===== src/hdl/assert_macros.svh =====
// Assertion macros for the RTL files; bpc_fifo.sv includes them.
`ifndef ASSERT_MACROS_SVH
`define ASSERT_MACROS_SVH

// Checked at every rising edge of clk outside reset.
`define ASSERT_CLK(label, prop, msg) \
	label: assert property (@(posedge clk) disable iff (!arst_n) prop) else $error(msg);

// Checked at every rising edge of clk, also during reset.
`define ASSERT_ALWAYS(label, prop, msg) \
	label: assert property (@(posedge clk) prop) else $error(msg);

`endif


===== src/hdl/bpc_pkg.sv =====
`default_nettype none
package bpc_pkg;

	localparam int BPC_FIFO_DEPTH = 2;

	localparam logic [31:0] B6_OFFSET  = 32'd4000;
	localparam logic [31:0] B4_OFFSET  = 32'd32768;
	localparam logic [31:0] B7_SCALE   = 32'd50000;
	localparam logic [31:0] P_COEF_SQ  = 32'd3038;
	localparam logic [31:0] P_COEF_LIN = 32'hFFFF_E343;
	localparam logic [31:0] P_ROUND    = 32'd3791;

	localparam logic [1:0] REG_CAL_A = 2'd0;
	localparam logic [1:0] REG_CAL_B = 2'd1;
	localparam logic [1:0] REG_CAL_C = 2'd2;
	localparam logic [1:0] REG_OSS   = 2'd3;

	function automatic logic [31:0] sx16(input logic [15:0] v);
		return {{16{v[15]}}, v};
	endfunction

	function automatic logic [31:0] asr(input logic [31:0] v, input logic [4:0] s);
		return $unsigned($signed(v) >>> s);
	endfunction

	function automatic logic [31:0] mul32(input logic [31:0] a, input logic [31:0] b);
		logic [63:0] p;
		p = a * b;
		return p[31:0];
	endfunction

endpackage
`default_nettype wire


===== src/hdl/bpc_fifo.sv =====
`default_nettype none
`include "assert_macros.svh"
module bpc_fifo
	import bpc_pkg::*;
#(
	parameter int Width = 8,
	parameter int Depth = BPC_FIFO_DEPTH
) (
	input  wire logic             clk,
	input  wire logic             arst_n,
	input  wire logic             wr,
	input  wire logic [Width-1:0] wdata,
	output logic                  full,
	input  wire logic             rd,
	output logic [Width-1:0]      rdata,
	output logic                  empty
);

	localparam int PtrW = (Depth > 1) ? $clog2(Depth) : 1;
	localparam int CntW = $clog2(Depth + 1);
	localparam logic [PtrW-1:0] PtrLast = PtrW'(Depth - 1);
	localparam logic [CntW-1:0] CntFull = CntW'(Depth);

	logic [Width-1:0] mem_q [0:Depth-1];
	logic [PtrW-1:0]  wptr_q, rptr_q;
	logic [CntW-1:0]  cnt_q;
	logic             do_wr, do_rd;

	assign full  = (cnt_q == CntFull);
	assign empty = (cnt_q == '0);
	assign do_wr = wr && !full;
	assign do_rd = rd && !empty;
	assign rdata = mem_q[rptr_q];

	always_ff @(posedge clk) begin
		if (do_wr) begin
			mem_q[wptr_q] <= wdata;
		end
	end

	always_ff @(posedge clk or negedge arst_n) begin
		if (!arst_n) begin
			wptr_q <= '0;
			rptr_q <= '0;
			cnt_q  <= '0;
		end else begin
			if (do_wr) begin
				wptr_q <= (wptr_q == PtrLast) ? '0 : wptr_q + 1'b1;
			end
			if (do_rd) begin
				rptr_q <= (rptr_q == PtrLast) ? '0 : rptr_q + 1'b1;
			end
			if (do_wr && !do_rd) begin
				cnt_q <= cnt_q + 1'b1;
			end else if (do_rd && !do_wr) begin
				cnt_q <= cnt_q - 1'b1;
			end
		end
	end

	`ASSERT_CLK(a_cnt_range, cnt_q <= CntFull, "FIFO count exceeds depth")
	`ASSERT_CLK(a_last_pop, (cnt_q == CntW'(1) && do_rd && !do_wr) |=> empty, "FIFO not empty after last beat left")
	`ASSERT_CLK(a_fill, (full && !do_rd) |=> full, "FIFO lost a beat while full")
	`ASSERT_ALWAYS(a_reset_empty, !arst_n |-> (cnt_q == '0), "FIFO not empty in reset")

endmodule
`default_nettype wire


===== config.mk =====
export PLATFORM = sky130hd
export DESIGN_NAME = bpc_fifo
export DESIGN_NICKNAME = d
export VERILOG_FILES = /design/src/hdl/bpc_pkg.sv /design/src/hdl/bpc_fifo.sv
export VERILOG_INCLUDE_DIRS = /design/src /design/src/hdl
export SDC_FILE = /design/constraint.sdc
export NUM_CORES = 1
export LEC_CHECK = 0
export BUFFER_PORTS_ARGS = -buffer_cell sky130_fd_sc_hd__buf_2
export CAP_MARGIN = 0
export CELL_PAD_IN_SITES_DETAIL_PLACEMENT = 0
export CELL_PAD_IN_SITES_GLOBAL_PLACEMENT = 1
export CORE_MARGIN = 2
export CORE_UTILIZATION = 43
export CTS_CLUSTER_DIAMETER = 100
export DETAILED_ROUTE_END_ITERATION = 7
export GPL_TIMING_DRIVEN = 1
export PLACE_DENSITY_LB_ADDON = 0.1
export SLEW_MARGIN = 20
export SYNTH_ARGS = -nofsm -noshare
export SYNTH_HDL_FRONTEND = slang
export SYNTH_SLANG_ARGS = --single-unit
export TNS_END_PERCENT = 1

===== constraint.sdc =====
create_clock -name clk -period 3.3 [get_ports clk]
set_clock_uncertainty 0.2 [all_clocks]
set_input_delay 0.66 -clock clk [delete_from_list [all_inputs] [get_ports clk]]
set_output_delay 0.66 -clock clk [all_outputs]
set_load 0.01 [all_outputs]

==> results of run 1 <==
area by class of cell:
type                       instances  area, um2  share of cell area
sequential                        20      580.6              0.6113
tap                               25      31.28             0.03294
timing repair buffer              22      115.1              0.1212
clock buffer                       3      22.52             0.02372
clock inverter                     1      3.754            0.003953
inverter                           2      7.507            0.007905
multi-input combinational         21      188.9              0.1989
synth_stat cells:
master	n
and3_1	1
buf_2	1
dfrtp_1	4
edfxtp_1	16
ha_1	1
inv_1	2
mux2_1	6
mux2_2	2
nand2_2	1
nand2b_1	1
nor2_1	3
o21ai_1	1
xnor2_1	2
xnor2_2	1
xor2_1	2
state kept, by name, summed over array words and instances, names as in the netlist:
signal,flops
cnt_q,2
wptr_q,1
rptr_q,1
mem_q,16
per-layer routing:
layer	wire length (um)	global-route usage
met5	0	0
met4	5	0.05000
met3	50	0.03529
met2	566	0.1944
met1	521	0.1658
power by group through the flow:
stage	clock, uW	combinational [uW]	sequential, uW
2_1_floorplan	0	199	384
3_3_place_gp	0	253	414
3_5_place_dp	0	257	414
4_1_cts	117	259	409
5_1_grt	127	282	421
6_report	112	253	408
through the flow:
step	worst slack [ns]	hold slack [ns]	instance area, um2	power [uW]
6_report	1.053	0.3230	949.7	773.4
5_1_grt	0.9473	0.3345	949.7	830.5
4_1_cts	1.028	0.3252	949.7	785.6
3_5_place_dp	1.358	0.2734	913.4	671.4
3_3_place_gp	1.374	0.2708	913.4	667.4
2_1_floorplan	1.576	0.1644	782.0	583.7
cell usage in the layout, fill, tap and decap left out:
master	netlist	layout
dfrtp_1	4	4
edfxtp_1	16	16
inv_1	2	2
nand2b_1	1	1
nor2_1	3	3
and3_1	1	1
buf_2	1	21
nand2_2	1	1
clkinv_1	0	1
xnor2_2	1	1
o21ai_1	1	1
xor2_1	2	2
clkbuf_4	0	3
dlygate4sd3_1	0	1
ha_1	1	1
mux2_2	2	2
mux2_1	6	6
xnor2_1	2	2
worst paths after layout:
path / endpoint / startpoint / depth (start not counted)
worst min-delay path: cnt_q[1] / cnt_q[1] / 1
worst max register to register: mem_q[0][3] / cnt_q[0] / 3
worst min register to register: cnt_q[1] / cnt_q[1] / 1
worst max-delay path: rdata[2] / rptr_q / 2
min in group asynchronous: cnt_q[1] / arst_n / 2
max in group asynchronous: wptr_q / arst_n / 2
worst register-to-register path: stages, from the launching register on:
cell and delay, ns:
dfrtp_1 0.45, nand2b_1 0.19, nand2_2 0.10, nor2_1 0.51
cells by family (layout without fill, tap and decap cells):
group           Yosys count  count (layout)
mux                       8               8
fa+ha+maj                 1               1
buf+inv                   3              28
flops                    20              20
xor+xnor                  5               5
compound gates            1               1
simple gates              6               6
==> key figures, run 1 <==
Outcome
  • Status: completed

Timing
  • Final hold violation count: 0
  • Least-Margin Pin Slew: 0.6463 ns
  • Final TNS setup: 0 ns
  • Rel. slew slack: 0.5676
  • Post-route clock period utilization: 0.6808
  • F_max: 445.1 MHz
  • Final setup fails: 0
  • Fin crit period: 2.247 ns
  • Slew Limit Fails: 0
  • RSZ-0062 raised after global routing: false

Power
  • Leakage: 0.0003938 uW
  • Worst VDD drop: 415.6 uV
  • Sw frac: 0.3191
  • Power per cell area: ~810 nW/um2
  • Flop pwr share: 0.527
  • Switching pwr: 246.8 uW
  • Combinational share of power: 0.327
  • Int Power: 526.6 uW
  • Clock Power Share: 0.145

Final layout
  • Util after Layout: 0.5500
  • Layout cell share with drive strength beyond 1: 0.4058
  • FILL cells: 146
  • Area Growth Syn to Fin: 21.44%
  • Ant diodes: 0
  • Layout net count: 83
  • Final std cells w/o fill: 94

Detailed routing
  • Vias per inst: between 4 and 5
  • TritonRoute pass-1 iters: 3
  • Final wirelength: 1.142 mm
  • Drt drc: 0
  • Antenna viol nets, final: 0
  • Via count: between 400 and 500
  • Iter 0 DRT Violations: 4
  • Wirelength per Cell: ~12 um

Setup path
  • Slowest cell delay on critical path: 0.59 ns
  • Crit Path Class: reg -> out
  • Startpoint Class: flop
  • WP buf/inv: 1
  • Crit path max-delay family: flip-flops
  • Worst path cell trace: mux2_2 > buf_2
  • Register-to-register setup slack: approximately 1.5 ns
  • Worst Path Max Fanout: 9
  • WP data arrival: 1.39 ns
  • Critical Path End Type: output pin
  • Critical path data required time: 2.44 ns
  • Critical path's slowest cell: dfrtp_1

Clock tree
  • Later-pin clock latency in the skew report: 0.29 ns
  • Clk sink count: 20
  • Hold_buf cts: 1
  • CTS Buf Count: 3
  • CTS Root Cell: clkbuf_4
  • H-tree depth: 1
  • CTS tree: done
  • Post_cts resized: 0
  • Post-CTS Repair Setup Buffers: 0
  • Bufs on Longest Clock Path: 2
  • Clock Pin Slew Worst Setup and Hold Paths: around 0.11 ns

Global route
  • First-pass GRT wire length: 1.766 mm
  • GRT Residual Overflow: 0
  • Pin count of the biggest net entering global routing: 12
  • GRT Overall Usage: 0.1252
  • Initial antenna violation count: 0
  • Vias in the first global route: 382

Yosys
  • Area share of and/or/nand/nor cells after synthesis: 0.03840
  • Largest family of logic cells by synthesized area: multiplexers
  • Mapped Area: slightly below 800 um2
  • Area leader, netlist: edfxtp_1
  • Ranking of synthesized cells by area: edfxtp_1 61%, dfrtp_1 13%, mux2_1 8.6%
  • Post-Synth Adder-Cell Area: 0.01600
  • Mux cell area share after synthesis: 0.1152
  • Synthesized Nets: 57
  • #FFs+latches synth: 20
  • Mapped Avg Cell Area: 17.77 um2
  • Synth warnings: 0
  • Netlist cell types: 15
  • Sequential cell area fraction in the yosys report: 0.7424
  • Share of the synthesized area in the top cell type: 0.6144
  • Post-Synth XOR/XNOR Area: 0.06560
  • Synth Area in Compound Gates: 0.006400
  • Post-Synthesis Cells: 44

Flow run
  • MaxCap Viol Count: 0

Floorplan
  • Die Y: 46.65 um
  • FP Rows: 15
  • Starting Density: 0.4529
  • Die Area: 2176 um2
  • Num ports: 22
  • Die width: approximately 47 um
  • Core area: about 1700 um2

Placement
  • I/O Buffers: 21
  • Dpl cells: between 80 and 90
  • RePlAce Congestion: roughly 0.65
  • Detailed Place HPWL: 835.7 um

Hold path
  • Hold Path Class: reg -> reg
Note: power is estimated with default switching activity, not from simulation.
==> inputs of run 2 (changes only) <==
ABC_AREA = 1   (was default)
CORE_UTILIZATION = 34   (was 43)
clock period = 1.9 ns   (was 3.3 ns; I/O delays follow)
==> key figures, run 2 <==
Final layout
  • Most frequent cells in the layout: 33 x nand2_1, 21 x buf_2, 16 x edfxtp_1, 7 x inv_1
  • Layout cell share with drive strength beyond 1: 0.3100
  • Util after Layout: 0.4521
  • Ant diodes: 0
  • Largest regs: mem_q x16, cnt_q x2
  • Max reg flops: 16
  • Most common cell after layout, fill and taps aside: nand2_1
  • Layout net count: 114
  • Area Growth Syn to Fin: 24.73%
  • Top reg by flops: mem_q

Yosys
  • Netlist cell types: 14
  • Mapped Avg Cell Area: 11.09 um2
  • Post-synth EDFFs: 16
  • Synth warnings: 0
  • #FFs+latches synth: 20
  • Area leader, netlist: edfxtp_1
  • Post-Synthesis Cells: 73
  • Sequential cell area fraction in the yosys report: 0.7172
  • Synthesized Nets: 86
  • Share of the synthesized area in the top cell type: 0.5935
  • Top_reg_cell synth: edfxtp_1
  • Ranking of synthesized cells by area: edfxtp_1 59%, nand2_1 15%, dfrtp_1 12%
  • Synth async-reset ratio: 0.2000
  • List of most frequent post-synthesis cells: 33 x nand2_1, 16 x edfxtp_1, 7 x inv_1, 4 x dfrtp_1
  • Cell with the most instances after synthesis: nand2_1
  • Mapped Area: 809.5 um2

Placement
  • I/O Buffers: 21
  • RePlAce Congestion: 0.7612
  • Detailed Place HPWL: approximately 930 um
  • Dpl ws: 0.3117 ns

Power
  • Worst VDD drop: 590.1 uV
  • Power per cell area: between 1000 and 1500 nW/um2
  • Leakage: 0.0004796 uW

Detailed routing
  • Final wirelength: 1.285 mm
  • Iter 0 DRT Violations: 14
  • Vias per inst: 4.203
  • Wirelength per Cell: 10.04 um
  • Via count: 538
  • Antenna viol nets, final: 0
  • TritonRoute pass-1 iters: 3
  • Drt drc: 0

Clock tree
  • CTS Root Cell: clkbuf_4
  • Clk sink count: 20
  • H-tree depth: 1
  • Post-CTS Repair Setup Buffers: 0
  • CTS tree: done
  • Later-pin clock latency in the skew report: 0.29 ns
  • Bufs on Longest Clock Path: 2
  • CTS Buf Count: 3
  • Clock Pin Slew Worst Setup and Hold Paths: 0.10 ns

Flow run
  • MaxCap Viol Count: 0

Setup path
  • Critical path data required time: ~1.3 ns
  • Worst Path Max Fanout: 10
  • WP data arrival: 1.18 ns
  • R2R cell count: 5
  • Crit Path Class: reg -> out
  • Startpoint Class: flop
  • Critical Path End Type: output pin

Timing
  • Slew Limit Fails: 0
  • Rel. slew slack: 0.7764
  • Final setup fails: 0
  • Least-Margin Pin Slew: 0.3350 ns
  • Final hold violation count: 0
  • Final TNS setup: 0 ns
  • Final setup margin: 0.1415 ns
  • Final Hold Slack: 0.07189 ns
  • F_max: around 570 MHz
  • RSZ-0062 raised after global routing: false
  • Fin crit period: 1.758 ns
  • Post-route clock period utilization: 0.9255

Floorplan
  • Die Area: between 2000 and 3000 um2
  • Die width: 52.80 um
  • Core area: 2233 um2
  • FP Rows: 17
  • Starting Density: 0.3625
  • Num ports: 22
  • Die Y: roughly 53 um

Global route
  • GRT Residual Overflow: 0
  • Pin count of the biggest net entering global routing: 12
  • First-pass GRT wire length: 2.187 mm
  • Initial antenna violation count: 0
  • Vias in the first global route: 519
  • GRT Overall Usage: 0.1133

Hold path
  • WHS Path Cells: 1
  • Hold Path Class: in -> reg

Outcome
  • Status: completed
## run 2: cell types whose count changed after synthesis, moves of 2 or more
cell,change
o21ai_0,+2
mux2_1,-6
nor2_2,+2
inv_1,+5
nand2_1,+33
xor2_1,-2
mux2_2,-2
## run 2: kinds of logic (layout without fill, tap and decap cells)
logic type / Yosys count / count (layout) / share of synthesized area
flops: 20 / 20 / 0.7172
simple gates: 40 / 40 / 0.2009
xor+xnor: 1 / 1 / 0.01082
compound gates: 2 / 2 / 0.01237
buf+inv: 9 / 36 / 0.04327
fa+ha+maj: 1 / 1 / 0.01545
## run 2: final timing paths
kind | slack (ns) | to | startpoint
max reg2reg | 0.31 | mem_q[0][7] | cnt_q[1]
max | 0.14 | rdata[2] | rptr_q
min in group asynchronous | 0.21 | cnt_q[0] | arst_n
min reg2reg | 0.29 | wptr_q | wptr_q
max in group asynchronous | 1.15 | rptr_q | arst_n
min | 0.07 | mem_q[0][0] | wdata[0]
## run 2: power breakdown
part / total [uW] / internal (uW) / switching [uW]
registers: 699 / 611 / 88.3
logic: 527 / 214 / 313
clock network: 236 / 117 / 119
## run 2: per-stage QoR
step	std cells	instance area [um2]	power, uW
global route	128	1010	1597
detailed placement	123	959.7	1236
floorplan	73	809.5	1031
finish	128	1010	1461
CTS	128	1007	1478
global placement	123	959.7	1238
## run 2: critical path: stages, from the launching register on
cell,delay [ns]
dfrtp_2,0.51
inv_4,0.14
nand2_1,0.06
nand2_1,0.06
buf_2,0.12
## run 2: layout make-up
type / instances / area [um2]
Timing Repair Buffer: 24 / 130.1
Tap cell: 28 / 35.03
Inverter: 8 / 32.53
Sequential cell: 20 / 581.8
Clock buffer: 4 / 36.28
Fill cell: 217 / 1224
Multi-Input combinational cell: 44 / 193.9
## run 2: what timing repair did
action | in CTS | in global routing
pin swaps | 0 | 0
endpoints found under the hold margin | 4 | 0
hold buffers | 1 | 0
endpoints found under the setup margin | 8 | 4
gates resized for setup | 1 | 1
## run 2: layer usage
layer	GRT usage	part of all wire
met5	0	0
met4	0.06410	0.010
met3	0.02571	0.055
met2	0.1833	0.46
met1	0.1376	0.47
